## src/rtl/aoc_pkg.sv

```systemverilog
package aoc_pkg;

    localparam int unsigned NUM_CH = 3;
    localparam int unsigned BYTE_W = 8;
    localparam int unsigned PROD_W = 16;
    localparam int unsigned NUM_W  = 17;
    localparam int unsigned PIX_W  = 32;

    localparam logic [BYTE_W-1:0] BYTE_MAX = 8'hff;

    // One classified pixel as it travels from the front end to the divider.
    typedef struct packed {
        logic [NUM_CH-1:0][NUM_W-1:0] num;
        logic [NUM_CH-1:0]            sat;
        logic [BYTE_W-1:0]            ao;
        logic                         zero;
        logic                         last;
    } aoc_item_t;

    // Rounded division by 255 for products of two bytes.
    function automatic logic [BYTE_W-1:0] div255_round(input logic [PROD_W-1:0] x);
        logic [PROD_W:0] t;
        logic [PROD_W:0] s;
        t = {1'b0, x} + (PROD_W+1)'(128);
        s = {{BYTE_W{1'b0}}, t[PROD_W:BYTE_W]} + t;
        return s[PROD_W-1:BYTE_W];
    endfunction

endpackage

```

## src/rtl/aoc_front.sv

```systemverilog
module aoc_front
    import aoc_pkg::*;
(
    input  logic             aclk,
    input  logic             aresetn,
    input  logic             in_valid,
    output logic             in_ready,
    input  logic [PIX_W-1:0] fg_pixel,
    input  logic [PIX_W-1:0] bg_pixel,
    input  logic             last_in,
    output logic             out_valid,
    input  logic             out_ready,
    output aoc_item_t        out_item
);

    typedef struct packed {
        logic [BYTE_W-1:0]             a1;
        logic [BYTE_W-1:0]             w;
        logic [PROD_W-1:0]             p_aw;
        logic [NUM_CH-1:0][PROD_W-1:0] p_c2a2;
        logic [NUM_CH-1:0][PROD_W-1:0] p_c1a1;
        logic                          last;
    } s1_t;

    typedef struct packed {
        logic [BYTE_W-1:0]             ao;
        logic [NUM_CH-1:0][PROD_W-1:0] m;
        logic [NUM_CH-1:0][PROD_W-1:0] c1a1;
        logic                          last;
    } s2_t;

    s1_t       s1_reg, s1_next;
    s2_t       s2_reg, s2_next;
    aoc_item_t s3_reg, s3_next;
    logic      v1_reg, v2_reg, v3_reg;
    logic      en1, en2, en3;

    assign en3      = !v3_reg || out_ready;
    assign en2      = !v2_reg || en3;
    assign en1      = !v1_reg || en2;
    assign in_ready = en1;

    // Stage 1: byte products.
    always_comb begin
        logic [BYTE_W-1:0] a1;
        logic [BYTE_W-1:0] a2;
        logic [BYTE_W-1:0] w;
        a1 = fg_pixel[PIX_W-1 -: BYTE_W];
        a2 = bg_pixel[PIX_W-1 -: BYTE_W];
        w  = BYTE_MAX - a1;
        s1_next.a1   = a1;
        s1_next.w    = w;
        s1_next.p_aw = a2 * w;
        for (int b = 0; b < NUM_CH; b++) begin
            s1_next.p_c2a2[b] = bg_pixel[b*BYTE_W +: BYTE_W] * a2;
            s1_next.p_c1a1[b] = fg_pixel[b*BYTE_W +: BYTE_W] * a1;
        end
        s1_next.last = last_in;
    end

    // Stage 2: output alpha and the background term scaled by w.
    always_comb begin
        logic [BYTE_W:0] ao_sum;
        ao_sum = {1'b0, s1_reg.a1} + {1'b0, div255_round(s1_reg.p_aw)};
        s2_next.ao = ao_sum[BYTE_W] ? BYTE_MAX : ao_sum[BYTE_W-1:0];
        for (int b = 0; b < NUM_CH; b++) begin
            s2_next.m[b]    = div255_round(s1_reg.p_c2a2[b]) * s1_reg.w;
            s2_next.c1a1[b] = s1_reg.p_c1a1[b];
        end
        s2_next.last = s1_reg.last;
    end

    // Stage 3: numerators, and whether each quotient will saturate.
    always_comb begin
        for (int b = 0; b < NUM_CH; b++) begin
            s3_next.num[b] = {1'b0, s2_reg.c1a1[b]} + {1'b0, s2_reg.m[b]};
            s3_next.sat[b] = s3_next.num[b][NUM_W-1:BYTE_W] >= {1'b0, s2_reg.ao};
        end
        s3_next.ao   = s2_reg.ao;
        s3_next.zero = s2_reg.ao == '0;
        s3_next.last = s2_reg.last;
    end

    always_ff @(posedge aclk) begin
        if (!aresetn) begin
            v1_reg <= 1'b0;
            v2_reg <= 1'b0;
            v3_reg <= 1'b0;
        end else begin
            if (en1) v1_reg <= in_valid;
            if (en2) v2_reg <= v1_reg;
            if (en3) v3_reg <= v2_reg;
        end
    end

    always_ff @(posedge aclk) begin
        if (en1) s1_reg <= s1_next;
        if (en2) s2_reg <= s2_next;
        if (en3) s3_reg <= s3_next;
    end

    assign out_valid = v3_reg;
    assign out_item  = s3_reg;

endmodule

```

## src/rtl/aoc_fifo.sv

```systemverilog
module aoc_fifo
    import aoc_pkg::*;
#(
    parameter int unsigned DEPTH = 4
) (
    input  logic      aclk,
    input  logic      aresetn,
    input  logic      in_valid,
    output logic      in_ready,
    input  aoc_item_t in_item,
    output logic      out_valid,
    input  logic      out_ready,
    output aoc_item_t out_item
);

    localparam int unsigned AW = (DEPTH > 1) ? $clog2(DEPTH) : 1;
    localparam int unsigned CW = $clog2(DEPTH + 1);

    aoc_item_t         mem_reg [DEPTH];
    logic [AW-1:0]     wr_ptr_reg, wr_ptr_next;
    logic [AW-1:0]     rd_ptr_reg, rd_ptr_next;
    logic [CW-1:0]     count_reg, count_next;
    logic              push, pop;

    assign in_ready  = count_reg != CW'(DEPTH);
    assign out_valid = count_reg != '0;
    assign push      = in_valid && in_ready;
    assign pop       = out_valid && out_ready;
    assign out_item  = mem_reg[rd_ptr_reg];

    always_comb begin
        wr_ptr_next = wr_ptr_reg;
        rd_ptr_next = rd_ptr_reg;
        count_next  = count_reg;
        if (push) begin
            wr_ptr_next = (wr_ptr_reg == AW'(DEPTH - 1)) ? '0 : wr_ptr_reg + 1'b1;
        end
        if (pop) begin
            rd_ptr_next = (rd_ptr_reg == AW'(DEPTH - 1)) ? '0 : rd_ptr_reg + 1'b1;
        end
        if (push && !pop) begin
            count_next = count_reg + 1'b1;
        end else if (pop && !push) begin
            count_next = count_reg - 1'b1;
        end
    end

    always_ff @(posedge aclk) begin
        if (!aresetn) begin
            wr_ptr_reg <= '0;
            rd_ptr_reg <= '0;
            count_reg  <= '0;
        end else begin
            wr_ptr_reg <= wr_ptr_next;
            rd_ptr_reg <= rd_ptr_next;
            count_reg  <= count_next;
        end
    end

    always_ff @(posedge aclk) begin
        if (push) mem_reg[wr_ptr_reg] <= in_item;
    end

endmodule

```

## src/rtl/aoc_divider.sv

```systemverilog
module aoc_divider
    import aoc_pkg::*;
(
    input  logic             aclk,
    input  logic             aresetn,
    input  logic             in_valid,
    output logic             in_ready,
    input  aoc_item_t        in_item,
    output logic             out_valid,
    input  logic             out_ready,
    output logic [PIX_W-1:0] out_pixel,
    output logic             last_out
);

    localparam int unsigned NSTAGE = BYTE_W;

    typedef struct packed {
        logic [NUM_CH-1:0][NUM_W-1:0]  rem;
        logic [NUM_CH-1:0][BYTE_W-1:0] q;
        logic [NUM_CH-1:0]             sat;
        logic [BYTE_W-1:0]             ao;
        logic                          zero;
        logic                          last;
    } div_stage_t;

    div_stage_t stage_reg  [NSTAGE];
    div_stage_t stage_next [NSTAGE];
    div_stage_t stage_src  [NSTAGE];
    logic       valid_reg  [NSTAGE];
    logic       en         [NSTAGE+1];

    assign en[NSTAGE] = out_ready;
    assign in_ready   = en[0];

    // The first stage is loaded from the queue; a channel that does not saturate
    // needs only the quotient bits that fit a byte, so the divider runs 8 steps.
    always_comb begin
        for (int b = 0; b < NUM_CH; b++) begin
            stage_src[0].rem[b] = in_item.num[b];
            stage_src[0].q[b]   = '0;
        end
        stage_src[0].sat  = in_item.sat;
        stage_src[0].ao   = in_item.ao;
        stage_src[0].zero = in_item.zero;
        stage_src[0].last = in_item.last;
    end

    for (genvar k = 0; k < NSTAGE; k++) begin : g_stage
        localparam int unsigned BIT = NSTAGE - 1 - k;

        if (k > 0) begin : g_link
            assign stage_src[k] = stage_reg[k-1];
        end

        assign en[k] = !valid_reg[k] || en[k+1];

        always_comb begin
            logic [NUM_W-1:0] d_sh;
            d_sh = NUM_W'(stage_src[k].ao) << BIT;
            stage_next[k] = stage_src[k];
            for (int b = 0; b < NUM_CH; b++) begin
                if (stage_src[k].rem[b] >= d_sh) begin
                    stage_next[k].rem[b]    = stage_src[k].rem[b] - d_sh;
                    stage_next[k].q[b][BIT] = 1'b1;
                end
            end
        end

        always_ff @(posedge aclk) begin
            if (!aresetn) begin
                valid_reg[k] <= 1'b0;
            end else if (en[k]) begin
                if (k == 0) begin
                    valid_reg[k] <= in_valid;
                end else begin
                    valid_reg[k] <= valid_reg[k > 0 ? k-1 : 0];
                end
            end
        end

        always_ff @(posedge aclk) begin
            if (en[k]) stage_reg[k] <= stage_next[k];
        end
    end

    always_comb begin
        out_pixel = '0;
        out_pixel[PIX_W-1 -: BYTE_W] = stage_reg[NSTAGE-1].ao;
        for (int b = 0; b < NUM_CH; b++) begin
            if (stage_reg[NSTAGE-1].zero) begin
                out_pixel[b*BYTE_W +: BYTE_W] = '0;
            end else if (stage_reg[NSTAGE-1].sat[b]) begin
                out_pixel[b*BYTE_W +: BYTE_W] = BYTE_MAX;
            end else begin
                out_pixel[b*BYTE_W +: BYTE_W] = stage_reg[NSTAGE-1].q[b];
            end
        end
    end

    assign out_valid = valid_reg[NSTAGE-1];
    assign last_out  = stage_reg[NSTAGE-1].last;

endmodule

```

## src/rtl/alpha_over_composite_unit.sv

```systemverilog
// Porter-Duff over compositing of straight-alpha RGBA8888 pixels, alpha in
// byte 3. The block takes one foreground/background pair per clock and
// returns one composited pixel per clock while neither side stalls, with the
// frame end mark carried alongside. From input transaction to result, three
// front-end stages form the output alpha and the color numerators, the queue
// holds the item in its register file, and an eight-stage restoring divider
// produces one quotient bit per stage for all three color channels at once.
// The queue of QUEUE_DEPTH entries absorbs short stalls so the front end and
// the divider can hold independently.
module alpha_over_composite_unit
    import aoc_pkg::*;
#(
    parameter int unsigned QUEUE_DEPTH = 4
) (
    input  logic             aclk,
    input  logic             aresetn,
    input  logic             s_valid,
    output logic             s_ready,
    input  logic [PIX_W-1:0] s_fg_pixel,
    input  logic [PIX_W-1:0] s_bg_pixel,
    input  logic             s_last_in,
    output logic             m_valid,
    input  logic             m_ready,
    output logic [PIX_W-1:0] m_out_pixel,
    output logic             m_last_out
);

    logic      front_valid, front_ready;
    aoc_item_t front_item;
    logic      queue_valid, queue_ready;
    aoc_item_t queue_item;

    aoc_front u_front (
        .aclk      (aclk),
        .aresetn   (aresetn),
        .in_valid  (s_valid),
        .in_ready  (s_ready),
        .fg_pixel  (s_fg_pixel),
        .bg_pixel  (s_bg_pixel),
        .last_in   (s_last_in),
        .out_valid (front_valid),
        .out_ready (front_ready),
        .out_item  (front_item)
    );

    aoc_fifo #(
        .DEPTH (QUEUE_DEPTH)
    ) u_queue (
        .aclk      (aclk),
        .aresetn   (aresetn),
        .in_valid  (front_valid),
        .in_ready  (front_ready),
        .in_item   (front_item),
        .out_valid (queue_valid),
        .out_ready (queue_ready),
        .out_item  (queue_item)
    );

    aoc_divider u_divider (
        .aclk      (aclk),
        .aresetn   (aresetn),
        .in_valid  (queue_valid),
        .in_ready  (queue_ready),
        .in_item   (queue_item),
        .out_valid (m_valid),
        .out_ready (m_ready),
        .out_pixel (m_out_pixel),
        .last_out  (m_last_out)
    );

endmodule

```

## config.mk

```make
export PLATFORM = sky130hd
export DESIGN_NAME = alpha_over_composite_unit
export DESIGN_NICKNAME = d
export VERILOG_FILES = /design/src/rtl/aoc_pkg.sv /design/src/rtl/aoc_front.sv /design/src/rtl/aoc_fifo.sv /design/src/rtl/aoc_divider.sv /design/src/rtl/alpha_over_composite_unit.sv
export SDC_FILE = /design/constraint.sdc
export NUM_CORES = 2
export LEC_CHECK = 0
export ABC_AREA = 0
export BUFFER_PORTS_ARGS = -buffer_cell sky130_fd_sc_hd__buf_2
export CORE_ASPECT_RATIO = 1.25
export CORE_MARGIN = 4
export CORE_UTILIZATION = 45
export CTS_BUF_LIST = sky130_fd_sc_hd__clkbuf_8
export CTS_CLUSTER_SIZE = 8
export DETAILED_ROUTE_END_ITERATION = 10
export HOLD_SLACK_MARGIN = 0.05
export PLACE_DENSITY = 0.66
export SLEW_MARGIN = 20
export SYNTH_ARGS = -nofsm -noshare
export SYNTH_HDL_FRONTEND = slang
export SYNTH_SLANG_ARGS = --single-unit
```

## constraint.sdc

```tcl
create_clock -name aclk -period 8.77 [get_ports aclk]
set_clock_uncertainty 0.15 [all_clocks]
set_input_delay 0 -clock aclk [delete_from_list [all_inputs] [get_ports aclk]]
set_output_delay 0 -clock aclk [all_outputs]
set_load 0.02 [all_outputs]
```

==> flow_summary_export.csv <==
group,metric,value,unit
floorplanning,io_pins,104,
finish,layout_commonest_cell,"edfxtp_1",
sta,max_freq,126,MHz
route,firstDrtPassIters,5,
floorplanning,placement_rows,165,
synthesis,ys_types,86,
clocking,clock_latency,0.90,ns
floorplanning,die_w,369,microns
route,totalWireLength,149,mm
clocking,numCtsBuffers,183,
sta,finalMaxSlewViolations,0,
floorplanning,die_area,0.169,sq mm
placed_design,routabilityCongestion,0.891,
clocking,cts.repair.resized,0,
route,vias_per_cell,5.16,
synthesis,avgSynthCellArea,12.0,sq um
finish,final_area,0.0807,sq mm
placed_design,dp_hpwl,114,mm
worst_setup_path,crit_path_start_kind,"register",
clocking,cts_root_buf,"clkbuf_8",
synthesis,synth_top_area_cell,"edfxtp_1",
worst_setup_path,arrival,8.42,ns
global_routing,grt_pass1_wl,241,mm
global_routing,grt_max_degree,74,
sta,tightest_slew,0.978,ns
synthesis,ys_ff_latch,1143,
worst_setup_path,path_class,"register to register",
synthesis,syn_area,0.0733,sq mm
placed_design,portBuffers,103,
synthesis,synth_fp_nets,7229,
worst_setup_path,cp_data_required_time,9.25,ns
global_routing,grtUsageTotal,17.8,%
finish,layout-drive-gt1-share,8.02,%
worst_setup_path,cp_max_fo,9,
worst_setup_path,cp-end-kind,"register",
route,drtIter0Drc,2136,
synthesis,synth-async-reset-ratio,0,%
route,wl_per_cell,17.1,microns
finish,largest_register_ffs,569,
synthesis,seq_area_frac_synth,46.7,%
sta,setup_violations,0,
global_routing,grt-ovfl-total,0,
sta,finalHoldViolCount,0,
synthesis,synth_ff_type,"edfxtp_1",
hold_path,hp-class,"input port to register",
clocking,clk_path_buf_depth,3,
clocking,htreeDepth,4,
clocking,cts_sinks,1143,
synthesis,synth-warning-count,0,
synthesis,synthCells,6100,
sta,min_period,7.94,ns
floorplanning,core_area,0.162,sq mm
outcome,outcome,"finished, final reports clean",
global_routing,grt_pass1_vias,47100,
synthesis,yosys-top-cells-area,"edfxtp_1 46%, ha_1 12%, fa_1 11%",
route,route.detailed.drc,0,
clocking,cts_tree,"built",
finish,synthToLayoutAreaGrowth,10.1,%
synthesis,synth_top_area_share,46.3,%
finish,nNetsFinal,7529,
sta,slew_headroom,34.8,%
sta,post-route-period-util,90.5,%
synthesis,synth_edf_count,1130,
finish,fill_cells,14300,
sta,setup-tns-final,0,ns
sta,rsz0062_at_grt,"no",
placed_design,placed_area,0.0762,sq mm
finish,mostFrequentLayoutCells,"1,130 x edfxtp_1, 749 x inv_1, 674 x ha_1",
floorplanning,die_h,459,microns
floorplanning,start_util,45.3,%
route,ant_nets,0,
job,drv_cap,0,
global_routing,antenna_found_initial,1,
route,vias,44900,
clocking,cts.clk_slew.worst_paths,0.07,ns
finish,fin_util,49.8,%
==> path summary, 6_finish.rpt <==
| kind | startpoint | to | slack [ns] | cells after the start |
|---|---|---|---|---|
| worst min register to register | u_divider.stage_reg[0][290]$_DFFE_PP_ | u_divider.stage_reg[1][26]$_DFFE_PP_ | 0.25 | 0 |
| worst max-delay path | u_front.s1_reg[90]$_DFFE_PP_ | u_front.s2_reg[96]$_DFFE_PP_ | 0.83 | 27 |
| worst max register to register | u_front.s1_reg[90]$_DFFE_PP_ | u_front.s2_reg[96]$_DFFE_PP_ | 0.83 | 27 |
| worst min-delay path | s_bg_pixel[22] | u_front.s1_reg[96]$_DFFE_PP_ | 0.16 | 7 |
==> final cells by class <==
cell class                 count  area [sq um]  area share [%]
multi-input combinational   4124         35900            44.5
tap                         2171          2720            3.37
sequential                  1143         34200            42.4
clock buffer                 185          2550            3.16
inverter                     697          2620            3.25
clock inverter               120           753           0.934
antenna                        2          5.00         0.00620
timing repair buffer         251          1910            2.37
==> cell usage after synthesis (14+ instances only) <==
library cell and instances:
nor3_1 102, nand4_1 44, nand2b_1 72, nand2_1 409, or2_2 14, inv_1 695
edfxtp_1 1130, a21oi_1 267, fa_1 386, o21ai_0 155, xnor2_1 262, nand3_1 66
nor4_1 41, and4_1 15, o21ai_1 25, a21o_1 89, mux2_2 46, or3_1 28
xor2_1 127, and3_1 36, a211o_1 15, ha_1 674, nor2_1 328, and2_1 357
a21boi_0 16, mux4_2 58, nor2b_1 132, clkbuf_1 106, mux2_1 18, mux2i_1 32
o31ai_1 22, o21a_1 81, buf_2 15, or4_1 19, nand3b_1 22, a2111oi_0 14
==> routing by layer <==
metal / track usage, % / wire length, microns / up-vias
met2: 33.1 / 79300 / 826
li1: - / - / 21900
met4: 8.79 / 7430 / 0
met1: 19.7 / 57500 / 21800
met3: 2.51 / 4450 / 333
met5: 0 / 0 / -
==> per-stage QoR <==
step	instances	setup WS, ns	hold WS (ns)
after floorplan	6100	1.54	-0.0511
after global routing	8693	0.318	0.147
after CTS	8691	0.786	0.0558
final	8693	0.832	0.157
after global placement	8273	0.958	0.0476
after detailed placement	8273	0.834	0.0503
==> worst max-delay path, cell delays in order (launching register included) <==
cell and delay [ns]:
edfxtp_1 0.45, and3_1 0.24, and3_1 0.21, nand3_1 0.10, xor2_1 0.25, inv_1 0.07, ha_1 0.29, o21ai_0 0.11
o31ai_1 0.32, o31a_1 0.25, and3_1 0.38, nand2_1 0.11, xnor2_1 0.50, and2_1 0.23, fa_1 0.44, fa_1 0.50
fa_1 0.49, inv_1 0.05, fa_1 0.47, inv_1 0.04, ha_1 0.31, or3_1 0.36, o21ai_0 0.09, a21oi_1 0.08
and4_1 0.22, a2111oi_0 0.60, a21oi_1 0.17, xnor2_1 0.16
==> timing repair <==
action / CTS / global route
hold buffers: 113 / 0
hold endpoints to repair: 200 / 0
setup buffers: 0 / 0
==> kinds of logic (layout without fill, tap and decap cells) <==
logic type	after synthesis	after routing	synth area share, %
AOI/OAI and AO/OA	793	793	6.76
xor gates and xnor gates	390	390	4.67
adders and majority gates	1060	1060	22.1
buffers and inverters	833	1253	4.39
DFF	1143	1143	46.7
muxes	156	156	3.25
other	0	2	0
and+or+nand+nor	1725	1725	12.2
Power is not shown: default switching activity piles up to over one toggle a cycle in this logic, so the estimate is an artifact.
